### config.mk
export PLATFORM = sky130hd
export DESIGN_NAME = led_strip_pattern_generator_core_flat
export DESIGN_NICKNAME = d
export VERILOG_FILES = /design/src/sv/lsp_pkg.sv /design/src/sv/lsp_if.sv /design/src/sv/lsp_ram.sv /design/src/sv/lsp_div.sv /design/src/sv/led_strip_pattern_generator_core.sv /design/src/flat_wrapper.sv
export SDC_FILE = /design/constraint.sdc
export NUM_CORES = 2
export LEC_CHECK = 0
export BUFFER_PORTS_ARGS = -buffer_cell sky130_fd_sc_hd__buf_4
export CELL_PAD_IN_SITES_DETAIL_PLACEMENT = 0
export CELL_PAD_IN_SITES_GLOBAL_PLACEMENT = 1
export CORE_AREA = 2 2 438 549
export CTS_BUF_LIST = sky130_fd_sc_hd__clkbuf_4
export DETAILED_ROUTE_END_ITERATION = 12
export DIE_AREA = 0 0 440 551
export MAX_ROUTING_LAYER = met4
export PLACE_DENSITY_LB_ADDON = 0.08
export SLEW_MARGIN = 20
export SYNTH_ARGS = -nofsm -noshare
export SYNTH_HDL_FRONTEND = slang
export SYNTH_SLANG_ARGS = --single-unit
export TNS_END_PERCENT = 20
### constraint.sdc
create_clock -name clk -period 12.1 [get_ports clk]
set_clock_uncertainty 0.05 [all_clocks]
set_input_delay 1.21 -clock clk [delete_from_list [all_inputs] [get_ports clk]]
set_output_delay 1.21 -clock clk [all_outputs]
set_load 0.1 [all_outputs]
### src/sv/lsp_pkg.sv
// Shared types, constants and helper functions of the LED strip pattern engine.
// Used by the serial divider and the core; depends on nothing.
package lsp_pkg;

  localparam int MAX_PIXELS = 64;
  localparam int PIX_W      = $clog2(MAX_PIXELS);
  localparam int CNT_W      = 7;
  localparam int DIV_N_W    = 24;
  localparam int DIV_D_W    = 16;
  localparam int DIV_CNT_W  = $clog2(DIV_N_W + 1);

  // Register indexes on the configuration channel
  localparam logic [2:0] REG_MODE      = 3'd0;
  localparam logic [2:0] REG_INTERVAL  = 3'd1;
  localparam logic [2:0] REG_COLOUR1   = 3'd2;
  localparam logic [2:0] REG_COLOUR2   = 3'd3;
  localparam logic [2:0] REG_FADESTEPS = 3'd4;
  localparam logic [2:0] REG_STARTREV  = 3'd5;
  localparam logic [2:0] REG_PIXCOUNT  = 3'd6;

  // Pattern modes
  localparam logic [2:0] MODE_NONE    = 3'd0;
  localparam logic [2:0] MODE_RAINBOW = 3'd1;
  localparam logic [2:0] MODE_THEATER = 3'd2;
  localparam logic [2:0] MODE_WIPE    = 3'd3;
  localparam logic [2:0] MODE_SCANNER = 3'd4;
  localparam logic [2:0] MODE_FADE    = 3'd5;

  // Item kinds
  localparam logic KIND_TICK    = 1'b0;
  localparam logic KIND_REVERSE = 1'b1;

  localparam logic [15:0] RAINBOW_STEPS = 16'd255;

  typedef enum logic [3:0] {
    S_IDLE,
    S_EMIT,
    S_RB_START,
    S_RB_WAIT,
    S_TC_START,
    S_TC_PIX,
    S_SC_RD,
    S_SC_WAIT,
    S_PROD_A,
    S_PROD_B,
    S_FD_WAIT,
    S_ADV
  } state_t;

  typedef struct packed {
    logic               start;
    logic [DIV_N_W-1:0] dividend;
    logic [DIV_D_W-1:0] divisor;
  } div_req_t;

  typedef struct packed {
    logic               done;
    logic [DIV_N_W-1:0] quotient;
    logic [DIV_D_W-1:0] remainder;
  } div_rsp_t;

  // Colour wheel: red to green to blue and back over 256 positions
  function automatic logic [23:0] wheel(input logic [7:0] pos);
    logic [7:0] p;
    logic [7:0] q;
    p = 8'd255 - pos;
    if (p < 8'd85) begin
      q = p * 8'd3;
      wheel = {8'd255 - q, 8'd0, q};
    end else if (p < 8'd170) begin
      q = (p - 8'd85) * 8'd3;
      wheel = {8'd0, q, 8'd255 - q};
    end else begin
      q = (p - 8'd170) * 8'd3;
      wheel = {q, 8'd255 - q, 8'd0};
    end
  endfunction

  // Halve each channel
  function automatic logic [23:0] dim(input logic [23:0] c);
    dim = (c >> 1) & 24'h7F7F7F;
  endfunction

  // Remainder by three: four leaves one over three, so sum the base-4 digits and fold
  function automatic logic [1:0] mod3(input logic [15:0] v);
    logic [4:0] s;
    logic [3:0] t;
    logic [2:0] u;
    s = '0;
    for (int i = 0; i < 8; i++) begin
      s = s + 5'(v[2*i +: 2]);
    end
    t = 4'(s[4:2]) + 4'(s[1:0]);
    u = 3'(t[3:2]) + 3'(t[1:0]);
    mod3 = (u >= 3'd3) ? 2'(u - 3'd3) : u[1:0];
  endfunction

endpackage

### src/sv/lsp_if.sv
// Handshake interfaces of the LED strip pattern engine: input items, results
// and configuration writes. Depends on nothing.
interface lsp_item_if;
  logic        valid;
  logic        ready;
  logic        kind;
  logic [31:0] now_ms;
  modport source (output valid, kind, now_ms, input ready);
  modport sink (input valid, kind, now_ms, output ready);
endinterface

interface lsp_result_if;
  logic       valid;
  logic       ready;
  logic       updated;
  logic [5:0] pixel;
  logic [7:0] red;
  logic [7:0] green;
  logic [7:0] blue;
  logic       last;
  modport source (output valid, updated, pixel, red, green, blue, last, input ready);
  modport sink (input valid, updated, pixel, red, green, blue, last, output ready);
endinterface

interface lsp_cfg_if;
  logic        valid;
  logic        ready;
  logic [2:0]  index;
  logic [31:0] data;
  modport source (output valid, index, data, input ready);
  modport sink (input valid, index, data, output ready);
endinterface

### src/sv/lsp_ram.sv
// Generic single-write, single-read RAM with registered read data.
// Depends on nothing.
module lsp_ram #(
  parameter int WIDTH = 24,
  parameter int DEPTH = 64
) (
  input  logic                     clk,
  input  logic                     we,
  input  logic [$clog2(DEPTH)-1:0] waddr,
  input  logic [WIDTH-1:0]         wdata,
  input  logic                     re,
  input  logic [$clog2(DEPTH)-1:0] raddr,
  output logic [WIDTH-1:0]         rdata
);

  logic [WIDTH-1:0] mem [DEPTH];

  // Write and registered read
  always_ff @(posedge clk) begin
    if (we) begin
      mem[waddr] <= wdata;
    end
    if (re) begin
      rdata <= mem[raddr];
    end
  end

endmodule

### src/sv/lsp_div.sv
// Restoring serial divider, one quotient bit per cycle.
// Depends on lsp_pkg for the request and response structs.
module lsp_div (
  input  logic              clk,
  input  logic              rst,
  input  lsp_pkg::div_req_t req,
  output lsp_pkg::div_rsp_t rsp
);

  logic [lsp_pkg::DIV_N_W-1:0]   q;
  logic [lsp_pkg::DIV_D_W-1:0]   r;
  logic [lsp_pkg::DIV_D_W-1:0]   d;
  logic [lsp_pkg::DIV_CNT_W-1:0] cnt;
  logic                          done;
  logic [lsp_pkg::DIV_D_W:0]     rt;
  logic                          ge;

  // Trial subtract of the shifted partial remainder
  always_comb begin
    rt = {r, q[lsp_pkg::DIV_N_W-1]};
    ge = rt >= {1'b0, d};
  end

  // Control: bit counter and done pulse
  always_ff @(posedge clk) begin
    if (rst) begin
      cnt  <= '0;
      done <= 1'b0;
    end else begin
      done <= (cnt == lsp_pkg::DIV_CNT_W'(1));
      if (req.start) begin
        cnt <= lsp_pkg::DIV_CNT_W'(lsp_pkg::DIV_N_W);
      end else if (cnt != '0) begin
        cnt <= cnt - 1'b1;
      end
    end
  end

  // Datapath: shift quotient in, keep remainder
  always_ff @(posedge clk) begin
    if (req.start) begin
      q <= req.dividend;
      r <= '0;
      d <= req.divisor;
    end else if (cnt != '0) begin
      r <= ge ? lsp_pkg::DIV_D_W'(rt - {1'b0, d}) : rt[lsp_pkg::DIV_D_W-1:0];
      q <= {q[lsp_pkg::DIV_N_W-2:0], ge};
    end
  end

  assign rsp.done      = done;
  assign rsp.quotient  = q;
  assign rsp.remainder = r;

endmodule

### src/sv/led_strip_pattern_generator_core.sv
// Channel   Dir  Payload                                    Accepted when
// item      in   kind, now_ms                               valid & ready
// result    out  updated, pixel, red, green, blue, last     valid & ready
// cfg       in   index, data                                valid & ready (ready while idle)
//
// One item at a time. A reverse request, an early tick or an idle mode gives one
// result. Per pixel, rainbow runs one serial division through the shared divider
// and scanner a trail RAM read-modify-write; theater first works out its phase,
// and fade first runs three divisions, one per colour channel.
// Reset is synchronous and clears the trail valid bits at once; no clearing pass.
// A stalled result holds the sequencer in place; nothing is lost.
// Depends on lsp_pkg, lsp_if, lsp_div and lsp_ram.
module led_strip_pattern_generator_core (
  input logic                clk,
  input logic                rst,
  lsp_item_if.sink           item,
  lsp_result_if.source       result,
  lsp_cfg_if.sink            cfg
);

  // Configuration
  logic [2:0]  mode;
  logic [31:0] interval;
  logic [23:0] c1;
  logic [23:0] c2;
  logic [15:0] fsteps;
  logic        start_rev;
  logic [6:0]  pcount;

  // Pattern state
  logic [31:0] last_ms;
  logic [15:0] step;
  logic        going_rev;
  logic [lsp_pkg::MAX_PIXELS-1:0] trail_valid;

  // Sequencer
  lsp_pkg::state_t state, state_next;
  logic [lsp_pkg::PIX_W-1:0] pix;
  logic [1:0]  phase;
  logic [23:0] col;
  logic        upd;
  logic        single;
  logic        adv;
  logic [1:0]  ch;
  logic [23:0] acc;
  logic        rd_ok;

  // Output register
  logic        out_valid;
  logic        out_upd;
  logic [5:0]  out_pix;
  logic [23:0] out_rgb;
  logic        out_last;

  // Derived values
  logic [lsp_pkg::CNT_W-1:0] n;
  logic [15:0] tot;
  logic [15:0] fade_k;
  logic [15:0] adv_step;
  logic [15:0] rev_base;
  logic        accept;
  logic        due;
  logic        out_free;
  logic        last_pix;
  logic        last_e;
  logic [7:0]  ca;
  logic [7:0]  cb;
  logic        hit;
  logic [23:0] trail_rd;
  logic [23:0] trail_val;
  logic [23:0] sc_col;
  logic        trail_we;
  logic        trail_re;
  lsp_pkg::div_req_t div_req;
  lsp_pkg::div_rsp_t div_rsp;

  // Effective pixel count and step count of the active mode
  always_comb begin
    if (pcount == '0) begin
      n = lsp_pkg::CNT_W'(1);
    end else if (pcount > lsp_pkg::CNT_W'(lsp_pkg::MAX_PIXELS)) begin
      n = lsp_pkg::CNT_W'(lsp_pkg::MAX_PIXELS);
    end else begin
      n = pcount;
    end
    case (mode)
      lsp_pkg::MODE_RAINBOW: tot = lsp_pkg::RAINBOW_STEPS;
      lsp_pkg::MODE_THEATER: tot = 16'(n);
      lsp_pkg::MODE_WIPE:    tot = 16'(n);
      lsp_pkg::MODE_SCANNER: tot = 16'((n - 1'b1) << 1);
      lsp_pkg::MODE_FADE:    tot = (fsteps == '0) ? 16'd1 : fsteps;
      default:               tot = 16'd1;
    endcase
    fade_k = (step > tot) ? tot : step;
  end

  // Next step index: forward wraps at the count, reverse skips zero
  always_comb begin
    rev_base = (step != '0) ? step - 1'b1 : step;
    if (!going_rev) begin
      adv_step = ((step + 1'b1) == tot) ? 16'd0 : step + 1'b1;
    end else begin
      adv_step = (rev_base == '0) ? tot - 1'b1 : rev_base;
    end
  end

  // Handshake and per-pixel decisions
  always_comb begin
    accept   = item.valid && item.ready;
    due      = (item.now_ms - last_ms) >= interval;
    out_free = !out_valid || result.ready;
    last_pix = ({1'b0, pix} == n - 1'b1);
    last_e   = single || last_pix;
    case (ch)
      2'd0:    begin ca = c1[23:16]; cb = c2[23:16]; end
      2'd1:    begin ca = c1[15:8];  cb = c2[15:8];  end
      default: begin ca = c1[7:0];   cb = c2[7:0];   end
    endcase
    hit       = (16'(pix) == step) || ((step <= tot) && (16'(pix) == tot - step));
    trail_val = rd_ok ? trail_rd : 24'd0;
    sc_col    = hit ? c1 : lsp_pkg::dim(trail_val);
  end

  // Next state and sequencer outputs
  always_comb begin
    state_next       = state;
    div_req.start    = 1'b0;
    div_req.dividend = '0;
    div_req.divisor  = '0;
    trail_we         = 1'b0;
    trail_re         = 1'b0;
    case (state)
      lsp_pkg::S_IDLE: begin
        if (accept) begin
          if (item.kind == lsp_pkg::KIND_REVERSE || !due) begin
            state_next = lsp_pkg::S_EMIT;
          end else begin
            case (mode)
              lsp_pkg::MODE_RAINBOW: state_next = lsp_pkg::S_RB_START;
              lsp_pkg::MODE_THEATER: state_next = lsp_pkg::S_TC_START;
              lsp_pkg::MODE_SCANNER: state_next = lsp_pkg::S_SC_RD;
              lsp_pkg::MODE_FADE:    state_next = lsp_pkg::S_PROD_A;
              default:               state_next = lsp_pkg::S_EMIT;
            endcase
          end
        end
      end
      lsp_pkg::S_EMIT: begin
        if (out_free) begin
          if (last_e) begin
            state_next = adv ? lsp_pkg::S_ADV : lsp_pkg::S_IDLE;
          end else begin
            case (mode)
              lsp_pkg::MODE_RAINBOW: state_next = lsp_pkg::S_RB_START;
              lsp_pkg::MODE_THEATER: state_next = lsp_pkg::S_TC_PIX;
              lsp_pkg::MODE_SCANNER: state_next = lsp_pkg::S_SC_RD;
              default:               state_next = lsp_pkg::S_EMIT;
            endcase
          end
        end
      end
      lsp_pkg::S_RB_START: begin
        div_req.start    = 1'b1;
        div_req.dividend = lsp_pkg::DIV_N_W'({pix, 8'd0});
        div_req.divisor  = lsp_pkg::DIV_D_W'(n);
        state_next       = lsp_pkg::S_RB_WAIT;
      end
      lsp_pkg::S_RB_WAIT: begin
        if (div_rsp.done) begin
          state_next = lsp_pkg::S_EMIT;
        end
      end
      lsp_pkg::S_TC_START: state_next = lsp_pkg::S_TC_PIX;
      lsp_pkg::S_TC_PIX: state_next = lsp_pkg::S_EMIT;
      lsp_pkg::S_SC_RD: begin
        trail_re   = 1'b1;
        state_next = lsp_pkg::S_SC_WAIT;
      end
      lsp_pkg::S_SC_WAIT: begin
        trail_we   = 1'b1;
        state_next = lsp_pkg::S_EMIT;
      end
      lsp_pkg::S_PROD_A: state_next = lsp_pkg::S_PROD_B;
      lsp_pkg::S_PROD_B: begin
        div_req.start    = 1'b1;
        div_req.dividend = acc + 24'(cb) * 24'(fade_k);
        div_req.divisor  = tot;
        state_next       = lsp_pkg::S_FD_WAIT;
      end
      lsp_pkg::S_FD_WAIT: begin
        if (div_rsp.done) begin
          state_next = (ch == 2'd2) ? lsp_pkg::S_EMIT : lsp_pkg::S_PROD_A;
        end
      end
      lsp_pkg::S_ADV: state_next = lsp_pkg::S_IDLE;
      default: state_next = lsp_pkg::S_IDLE;
    endcase
  end

  // State register
  always_ff @(posedge clk) begin
    if (rst) begin
      state <= lsp_pkg::S_IDLE;
    end else begin
      state <= state_next;
    end
  end

  // Configuration, pattern state and output control
  always_ff @(posedge clk) begin
    if (rst) begin
      mode        <= lsp_pkg::MODE_NONE;
      interval    <= '0;
      c1          <= '0;
      c2          <= '0;
      fsteps      <= 16'd1;
      start_rev   <= 1'b0;
      pcount      <= 7'd64;
      last_ms     <= '0;
      step        <= '0;
      going_rev   <= 1'b0;
      trail_valid <= '0;
      out_valid   <= 1'b0;
    end else begin
      // Load the output register or drop the item just taken
      if (state == lsp_pkg::S_EMIT && out_free) begin
        out_valid <= 1'b1;
      end else if (result.valid && result.ready) begin
        out_valid <= 1'b0;
      end
      case (state)
        lsp_pkg::S_IDLE: begin
          if (accept) begin
            if (item.kind == lsp_pkg::KIND_REVERSE) begin
              going_rev <= !going_rev;
              step      <= going_rev ? 16'd0 : tot - 1'b1;
            end else if (due) begin
              last_ms <= item.now_ms;
            end
          end
        end
        lsp_pkg::S_SC_WAIT: trail_valid[pix] <= 1'b1;
        lsp_pkg::S_ADV:     step <= adv_step;
        default: ;
      endcase
      // Register writes arrive only while idle with no item taken
      if (cfg.valid && cfg.ready) begin
        case (cfg.index)
          lsp_pkg::REG_MODE: begin
            mode <= cfg.data[2:0];
            step <= '0;
            if (cfg.data[2:0] != lsp_pkg::MODE_SCANNER) begin
              going_rev <= start_rev;
            end
          end
          lsp_pkg::REG_INTERVAL:  interval  <= cfg.data;
          lsp_pkg::REG_COLOUR1:   c1        <= cfg.data[23:0];
          lsp_pkg::REG_COLOUR2:   c2        <= cfg.data[23:0];
          lsp_pkg::REG_FADESTEPS: fsteps    <= cfg.data[15:0];
          lsp_pkg::REG_STARTREV:  start_rev <= cfg.data[0];
          lsp_pkg::REG_PIXCOUNT:  pcount    <= cfg.data[6:0];
          default: ;
        endcase
      end
    end
  end

  // Sequencer payload registers
  always_ff @(posedge clk) begin
    case (state)
      lsp_pkg::S_IDLE: begin
        ch <= '0;
        // Colour wipe puts its single pixel up front when it lands on the strip
        if (item.kind == lsp_pkg::KIND_TICK && due && mode == lsp_pkg::MODE_WIPE &&
            step < 16'(n)) begin
          upd <= 1'b1;
          pix <= step[lsp_pkg::PIX_W-1:0];
          col <= c1;
        end else begin
          upd <= 1'b0;
          pix <= '0;
          col <= '0;
        end
        if (item.kind == lsp_pkg::KIND_TICK && due) begin
          case (mode)
            lsp_pkg::MODE_RAINBOW, lsp_pkg::MODE_THEATER,
            lsp_pkg::MODE_SCANNER, lsp_pkg::MODE_FADE: begin
              single <= 1'b0;
              adv    <= 1'b1;
            end
            lsp_pkg::MODE_WIPE: begin
              single <= 1'b1;
              adv    <= 1'b1;
            end
            default: begin
              single <= 1'b1;
              adv    <= 1'b0;
            end
          endcase
        end else begin
          single <= 1'b1;
          adv    <= 1'b0;
        end
      end
      lsp_pkg::S_EMIT: begin
        if (out_free) begin
          out_upd  <= upd;
          out_pix  <= 6'(pix);
          out_rgb  <= col;
          out_last <= last_e;
          if (!last_e) begin
            pix   <= pix + 1'b1;
            phase <= (phase == 2'd2) ? 2'd0 : phase + 1'b1;
          end
        end
      end
      lsp_pkg::S_RB_WAIT: begin
        if (div_rsp.done) begin
          col <= lsp_pkg::wheel(div_rsp.quotient[7:0] + step[7:0]);
          upd <= 1'b1;
        end
      end
      lsp_pkg::S_TC_START: phase <= lsp_pkg::mod3(step);
      lsp_pkg::S_TC_PIX: begin
        col <= (phase == 2'd0) ? c1 : c2;
        upd <= 1'b1;
      end
      lsp_pkg::S_SC_RD:   rd_ok <= trail_valid[pix];
      lsp_pkg::S_SC_WAIT: begin
        col <= sc_col;
        upd <= 1'b1;
      end
      lsp_pkg::S_PROD_A:  acc <= 24'(ca) * 24'(tot - fade_k);
      lsp_pkg::S_FD_WAIT: begin
        if (div_rsp.done) begin
          ch  <= ch + 1'b1;
          upd <= 1'b1;
          case (ch)
            2'd0:    col[23:16] <= div_rsp.quotient[7:0];
            2'd1:    col[15:8]  <= div_rsp.quotient[7:0];
            default: col[7:0]   <= div_rsp.quotient[7:0];
          endcase
        end
      end
      default: ;
    endcase
  end

  // Shared divider
  lsp_div u_div (
    .clk (clk),
    .rst (rst),
    .req (div_req),
    .rsp (div_rsp)
  );

  // Scanner trail store
  lsp_ram #(
    .WIDTH (24),
    .DEPTH (lsp_pkg::MAX_PIXELS)
  ) u_trail (
    .clk   (clk),
    .we    (trail_we),
    .waddr (pix),
    .wdata (sc_col),
    .re    (trail_re),
    .raddr (pix),
    .rdata (trail_rd)
  );

  // Ports
  assign item.ready     = (state == lsp_pkg::S_IDLE) && !cfg.valid;
  assign cfg.ready      = (state == lsp_pkg::S_IDLE);
  assign result.valid   = out_valid;
  assign result.updated = out_upd;
  assign result.pixel   = out_pix;
  assign result.red     = out_rgb[23:16];
  assign result.green   = out_rgb[15:8];
  assign result.blue    = out_rgb[7:0];
  assign result.last    = out_last;

  // Divider finishes only while the sequencer waits for it
  a_div_wait: assert property (@(posedge clk) disable iff (rst)
    div_rsp.done |-> (state == lsp_pkg::S_RB_WAIT || state == lsp_pkg::S_FD_WAIT))
    else $error("divider done outside a wait state");

  // An accepted item blocks the next one
  a_busy: assert property (@(posedge clk) disable iff (rst)
    accept |=> !item.ready)
    else $error("item taken while busy");

  // Trail writes stay on the strip
  a_trail_addr: assert property (@(posedge clk) disable iff (rst)
    trail_we |-> ({1'b0, pix} < n))
    else $error("trail write beyond pixel count");

  // Mode write restarts the index
  a_mode_restart: assert property (@(posedge clk) disable iff (rst)
    (cfg.valid && cfg.ready && cfg.index == lsp_pkg::REG_MODE) |=> (step == '0))
    else $error("step index not cleared on mode write");

endmodule
### src/flat_wrapper.sv
// flat-port wrapper written by rule: the top's interface ports become plain ports
module led_strip_pattern_generator_core_flat 
  (clk, rst, item_valid, item_kind, item_now_ms, item_ready, result_valid, result_updated, result_pixel, result_red, result_green, result_blue, result_last, result_ready, cfg_valid, cfg_index, cfg_data, cfg_ready);
  lsp_item_if item_i ();
  lsp_result_if result_i ();
  lsp_cfg_if cfg_i ();
  input logic clk;
  input logic rst;
  input wire logic [$bits(item_i.valid)-1:0] item_valid;
  input wire logic [$bits(item_i.kind)-1:0] item_kind;
  input wire logic [$bits(item_i.now_ms)-1:0] item_now_ms;
  output wire logic [$bits(item_i.ready)-1:0] item_ready;
  output wire logic [$bits(result_i.valid)-1:0] result_valid;
  output wire logic [$bits(result_i.updated)-1:0] result_updated;
  output wire logic [$bits(result_i.pixel)-1:0] result_pixel;
  output wire logic [$bits(result_i.red)-1:0] result_red;
  output wire logic [$bits(result_i.green)-1:0] result_green;
  output wire logic [$bits(result_i.blue)-1:0] result_blue;
  output wire logic [$bits(result_i.last)-1:0] result_last;
  input wire logic [$bits(result_i.ready)-1:0] result_ready;
  input wire logic [$bits(cfg_i.valid)-1:0] cfg_valid;
  input wire logic [$bits(cfg_i.index)-1:0] cfg_index;
  input wire logic [$bits(cfg_i.data)-1:0] cfg_data;
  output wire logic [$bits(cfg_i.ready)-1:0] cfg_ready;
  assign item_i.valid = item_valid;
  assign item_i.kind = item_kind;
  assign item_i.now_ms = item_now_ms;
  assign item_ready = item_i.ready;
  assign result_valid = result_i.valid;
  assign result_updated = result_i.updated;
  assign result_pixel = result_i.pixel;
  assign result_red = result_i.red;
  assign result_green = result_i.green;
  assign result_blue = result_i.blue;
  assign result_last = result_i.last;
  assign result_i.ready = result_ready;
  assign cfg_i.valid = cfg_valid;
  assign cfg_i.index = cfg_index;
  assign cfg_i.data = cfg_data;
  assign cfg_ready = cfg_i.ready;
  led_strip_pattern_generator_core u_core (.clk(clk), .rst(rst), .item(item_i), .result(result_i), .cfg(cfg_i));
endmodule
# ---- Word level (Yosys, flattened, before mapping)
# Memory sizes are Yosys's and may differ from the RTL's. A register that Yosys moved wholly into a read port is not among the register bits.
# Cells that the tools add are included.
dict set report word_totals {
  input_bits 73
  mem_bits_rw 1536
  wordCells 260
  memories 1
  output_inout_bits 35
  ff_bits 381
}
dict set report classes {
  order_cmp 11
  reduce_logical 58
  bitwise 2
  eq_ne 40
  mux 78
  mul 5
  n_addsub 31
}
# memory words word_bits rd rd_clocked_by_memory_dff wr line
set mem_list {}
lappend mem_list {u_core.u_trail.mem 64 24 1 1 1 lsp_ram.sv:16} ;# logic [WIDTH-1:0] mem [DEPTH];
# op count
set op_table {}
lappend op_table {{24-bit 2-to-1 mux} 10}
lappend op_table {{16-bit 2-to-1 mux} 12}
lappend op_table {{24-bit case mux with 5 select lines} 1}
lappend op_table {{41-bit case mux with 2 select lines} 1}
lappend op_table {{64-bit OR} 1}
lappend op_table {{16-bit case mux with 4 select lines} 1}
lappend op_table {{4-bit case mux with 10 select lines} 1}
lappend op_table {{6-bit by 16-bit == test with 1-bit output} 2}
lappend op_table {{32-bit greater-or-equal comparator} 1}
lappend op_table {{16-bit zero test} 2}
lappend op_table {{4-bit 2-to-1 mux} 8}
lappend op_table {{16-bit case mux with 2 select lines} 1}
lappend op_table {{8-bit case mux with 2 select lines} 2}
lappend op_table {{16-bit by 1-bit subtractor with 16-bit output (second input constant)} 2}
lappend op_table {{16-bit subtractor} 2}
lappend op_table {{32-bit subtractor} 1}
lappend op_table {{8-bit subtractor (first input constant)} 4}
lappend op_table {{5-bit by 2-bit adder with 5-bit output} 6}
lappend op_table {{24-bit adder} 1}
lappend op_table {{8-bit by 16-bit multiplier with 24-bit output} 1}
lappend op_table {{8-bit by 2-bit multiplier with 8-bit output (second input constant)} 3}
lappend op_table {{8-bit by 24-bit multiplier with 24-bit output} 1}
lappend op_table {{8-bit 2-to-1 mux} 3}
lappend op_table {{2-bit AND reduction} 10}
lappend op_table {{67 further kinds} 148}

# ---- Depth between registers and ports, before layout
dict set report logic_depth {
  depth_word 12
  mapped_depth 46
  depth_no_buf 43
}

# ---- Hierarchy
# Synthesis repeated with hierarchy kept, for this count alone.
dict set report hier_totals {
  hier_cells 6724
  area_unflattened_um2 94187.8
}
# mod instances cells_per_inst seq_area_each_um2 area_each_um2
set modules_own_cells {}
lappend modules_own_cells {lsp_ram 1 2611 46844.9 59570.9}
lappend modules_own_cells {led_strip_pattern_generator_core 1 3782 7327.0 31139.9}
lappend modules_own_cells {lsp_div 1 331 1641.6 3477.1}

# ---- Least setup slack after synthesis
# OpenSTA, ideal clock, no wires.
dict set report synth_timing {
  path_type {register to register}
  startpoint {register u_core.pcount[6]}
  endpoint {register u_core.acc[23], data pin}
  t_required_ps 11790
  setup_time_ps 260
  n_path_buf 2
  period_less_slack_ps 10370
  path_stages_with_launch 44
  path_slack_ps 1730
  arrival_time_ps 10060
  cell_sequence {dfxtp_1 clkbuf_1 nor2_1 a21oi_1 ha_1 clkbuf_1 xor2_1 o21ai_1 a21oi_1 inv_1 ha_1 a21oi_1 a21oi_1 nor3_1 o21ai_1 o21ai_0 inv_1 ha_1 [... 8 more ...] a21oi_1 nand2b_1 fa_1 inv_1 fa_1 fa_1 inv_1 fa_1 inv_1 ha_1 nand2_1 o21ai_0 a211o_1 a21o_1 a21o_1 a21o_1 a21oi_1 xnor2_1}
}
dict set report synth_via {
  elab_chain_cells 9
  word_cells_on_any_way 10
  cone_classes {2 x add/sub; 1 x mul; 2 x order compare; 4 x mux; 1 x reduce/logical}
}
# item line
set synth_lines {}
lappend synth_lines {{start, declared} led_strip_pattern_generator_core.sv:28} ;# logic [6:0] pcount;
lappend synth_lines {{start signal, assigned} led_strip_pattern_generator_core.sv:261} ;# lsp_pkg::REG_PIXCOUNT: pcount <= cfg.data[6:0];
lappend synth_lines {{7-bit greater-than comparator} led_strip_pattern_generator_core.sv:81} ;# end else if (pcount > lsp_pkg::CNT_W'(lsp_pkg::MAX_PIXELS)) begin
lappend synth_lines {{7-bit 2-to-1 mux} led_strip_pattern_generator_core.sv:81}
lappend synth_lines {{7-bit 2-to-1 mux (*)} led_strip_pattern_generator_core.sv:79} ;# if (pcount == '0) begin
lappend synth_lines {{7-bit by 1-bit subtractor with 8-bit output} led_strip_pattern_generator_core.sv:90} ;# lsp_pkg::MODE_SCANNER: tot = 16'((n - 1'b1) << 1);
lappend synth_lines {{16-bit case mux with 4 select lines (*)} led_strip_pattern_generator_core.sv:86} ;# case (mode)
lappend synth_lines {{16-bit greater-than comparator} led_strip_pattern_generator_core.sv:94} ;# fade_k = (step > tot) ? tot : step;
lappend synth_lines {{16-bit 2-to-1 mux} led_strip_pattern_generator_core.sv:94}
lappend synth_lines {{16-bit by 16-bit subtractor with 17-bit output (*)} led_strip_pattern_generator_core.sv:333} ;# lsp_pkg::S_PROD_A: acc <= 24'(ca) * 24'(tot - fade_k);
lappend synth_lines {{8-bit by 24-bit multiplier with 24-bit output (*)} led_strip_pattern_generator_core.sv:333}
lappend synth_lines {{end signal, assigned} led_strip_pattern_generator_core.sv:333}
lappend synth_lines {{end, declared} led_strip_pattern_generator_core.sv:45} ;# logic [23:0] acc;
# Every way passes the cells marked *; elsewhere a longest branch is shown, timed or not.
# A chain may end at the register's enable or synchronous reset.

# ---- Final worst setup path
# Same ends and word-level chain as after synthesis.

==> flow_summary.toml <==
[synthesis]
yosys_warnings = 0
synth_edf_count = 1499
postSynthCellCount = 6535
synth_ff_type = "edfxtp_1"
syn_avg_cell_area_um2 = 12.6
yosys-top-cells-area = "edfxtp_1, dfxtp_1, fa_1, a22oi_1, ha_1"
yosysTopAreaCellShare_pct = 54.5
yosys.area.top_type = "edfxtp_1"
ys_ff_latch = 1746
yosysUniqueCellTypes = 100
async_reset_ff_share_pct = 0
synth-seq-area-share_pct = 60.5
synthesis.area_um2 = 82600
syn-num-nets = 7088

[placed_design]
hpwl_um = 196000
io_buffers = 107
gp_routability_congestion = 0.911

[power]
p_per_area_nw_per_um2 = 176
p_leak_nw = 34.2
p_clk_share_pct = 31.0
p_sw_share_pct = 34.0
p_comb_share_pct = 28.3
pwr-share-seq_pct = 40.7
p_int_mw = 11.0
power.switching_mw = 5.65
peakVddDrop_v = 0.000209

[sta]
rsz0062_at_grt = "no"
worst_slew_pin_slew_ps = 1160
tns_ps = 0
relSlewSlack_pct = 20.8
whs_ps = 166
fmax_ghz = 0.0886
finalMaxSlewViolations = 0
finalHoldViolCount = 0
period_minus_slack_ps = 11280
finalCritPeriodShare_pct = 93.2
setup_viol = 0

[clock_tree]
htreeDepth = 5
numCtsBuffers = 458
post-cts-setup-buffers = 0
clockBufferDepth = 4
cts_tree = "done"
clock_sinks = 1746
worstSkewPairLatency_ps = 1280
cts.clk_slew.worst_paths_ps = 80
cts_root_buf = "clkbuf_4"

[route]
drc = 0
post_drt_wl_per_cell_um = 28.9
ant_nets = 0
route.final.wire_length_um = 303000
dr.pass1.iters = 5
vias = 57500
drtIter0Drc = 4174
routed_via_density = 5.48

[setup_path]
worstReg2RegStart = "u_core.pcount[6]$_SDFFE_PP1P_"
cp_data_required_time_ps = 13060
r2r_setup_slack_ps = 820
reg2reg_to = "u_core.acc[23]$_DFFE_PN_"
cp-start-kind = "flip-flop"
arrival_ps = 12240
worst_path_max_delay_cell = "dfxtp_1"
endpoint_kind = "flip-flop"
cp_slowest_stage_delay_ps = 620
worstSetupPathType = "flip-flop to flip-flop"
cp_max_fo = 30
r2r_cells = 42

[finish]
nFillCells = 22700
final_layout_size_suffix_gt1_share_pct = 17.6
nNetsFinal = 7562
syn_to_final_growth_pct = 14.3

[grt]
grt_first_pass_wirelength_um = 431000
globalRouteTotalUtil_pct = 25.4
overflow = 0
grt_pass1_vias = 58600
grt_max_degree = 92
grt_antenna_before_repair = 17

[floorplanning]
die_y_um = 551
num_rows = 200
ios = 108
start_util_pct = 34.9
die_w_um = 440
dieArea_um2 = 242000
core-area_um2 = 237000

[run_status]
status = "finished clean"

[worst_hold_path]
hold-path-endpoint = "u_core.last_ms[20]$_SDFFE_PP0P_"
min_from = "item_now_ms[20]"
hp-class = "primary input to flip-flop"
whs_path_depth = 3

[job]
cap_violations = 0
[power by group through the flow]
stage          clock [mW]  combinational, mW  sequential, mW
2_1_floorplan           0               3.00            6.91
3_3_place_gp            0               4.69            6.89
3_5_place_dp            0               4.69            6.89
4_1_cts              5.32               4.71            6.76
5_1_grt              5.63               5.08            6.77
6_report             5.15               4.70            6.76
[through the flow]
stage	std cells	power (mW)	util, %	setup slack (ps)	area [µm²]
final	10500	16.6	39.9	817	94500
after global routing	10500	17.5	39.9	82.3	94500
after CTS	10500	16.8	39.8	650	94400
after detailed placement	9658	11.6	37.3	670	88400
after global placement	9658	11.6	37.3	862	88400
after floorplan	6535	9.91	-	1730	82600
[registers in the layout, indices dropped and copies added, names as in the netlist, 5 cells and up]
name and cells:
u_core.u_trail.mem 1344, u_core.trail_valid 64, u_core.interval 32, u_core.last_ms 32
u_core.acc 24, u_core.c1 24, u_core.c2 24, u_core.col 24
u_core.out_rgb 24, u_core.u_div.q 24, u_core.u_trail.rdata 21, u_core.fsteps 16
u_core.step 16, u_core.u_div.d 16, u_core.u_div.r 16, u_core.pcount 7
u_core.pix 6, u_core.result.pixel 6, u_core.u_div.cnt 5
[metal layers]
metal / GRT usage [%] / part of all wire (%)
met5: - / 0
met4: 8.26 / 3.2
met3: 3.18 / 4.5
met2: 44.2 / 52
met1: 30.6 / 41
[cells by family after synthesis]
| kind of cell | synth area share, % |
|---|---|
| adders and majority gates | 9.38 |
| muxes | 1.07 |
| DFF | 60.5 |
| buffers and inverters | 3.64 |
| AOI/OAI and AO/OA | 15.3 |
| and+or+nand+nor | 8.00 |
| xor gates and xnor gates | 2.16 |
[Yosys cell counts (all sizes together) (83+ instances only)]
| library cell | count |
|---|---|
| edfxtp | 1499 |
| nand2 | 492 |
| inv | 441 |
| a22oi | 429 |
| nor2 | 416 |
| a21oi | 328 |
| clkbuf | 274 |
| ha | 249 |
| dfxtp | 247 |
| fa | 231 |
| o21ai | 187 |
| a22o | 162 |
| a221oi | 160 |
| a31oi | 157 |
| xnor2 | 145 |
| nand3 | 101 |
| o21a | 91 |
| mux2i | 83 |
[worst max-delay path: cells and delay by family, from the launching register on]
family,cells,cell delay (ps)
AO/OA/AOI/OAI,18,4210
adder cells (fa/ha/maj),8,3300
AND/OR/NAND/NOR,5,1340
buffers and inverters,8,1060
flip-flops,1,620
XOR/XNOR,3,440
[layout make-up]
type	count	area (µm²)	share of cell area, %
Inverter	443	1660	1.76
Tap cell	3131	3920	4.15
Clock buffer	711	5340	5.65
Antenna cell	14	35.0	0.0371
Sequential cell	1746	50000	52.9
Clock inverter	87	420	0.445
Multi-Input combinational cell	3996	30200	32.0
Timing Repair Buffer	364	2900	3.07
[worst max-delay path by stage]
| stage | from | endpoint | slack [ps] | depth (start not counted) |
|---|---|---|---|---|
| after floorplan | u_core.pcount[6]$_SDFFE_PP1P_ | u_core.acc[23]$_DFFE_PN_ | 1730 | 43 |
| after global placement | u_core.pcount[6]$_SDFFE_PP1P_ | u_core.acc[23]$_DFFE_PN_ | 860 | 38 |
| after detailed placement | u_core.pcount[6]$_SDFFE_PP1P_ | u_core.acc[23]$_DFFE_PN_ | 670 | 39 |
| after CTS | u_core.pcount[6]$_SDFFE_PP1P_ | u_core.acc[23]$_DFFE_PN_ | 650 | 38 |
| after global routing | u_core.pcount[6]$_SDFFE_PP1P_ | u_core.acc[23]$_DFFE_PN_ | 80 | 43 |
| final | u_core.pcount[6]$_SDFFE_PP1P_ | u_core.acc[23]$_DFFE_PN_ | 820 | 42 |
[layout by cell type, fill, tap and decap left out, types with 54 or more instances in the layout]
cell type	synthesis	routed
a21oi_1	328	321
a31oi_1	156	155
nand4_1	56	56
edfxtp_1	1499	1499
o21a_1	91	91
buf_4	2	333
xnor2_1	145	142
mux2i_1	83	83
a21o_1	68	68
nand3_1	101	100
ha_1	249	249
a22o_1	162	162
xor2_1	54	54
nand2_1	492	492
a221oi_1	158	158
o21ai_0	182	165
dfxtp_1	247	247
fa_1	231	231
nor2_1	416	345
a22oi_1	429	429
clkbuf_4	0	711
nor2_2	0	65
inv_1	436	436
clkinv_1	2	63
[repair_timing]
item / in CTS / in global routing
gates resized for setup: 0 / 4
setup endpoints to repair: 0 / 1
hold buffers: 22 / 0
hold endpoints to repair: 22 / 0
Power figures use the tool's default switching activity.
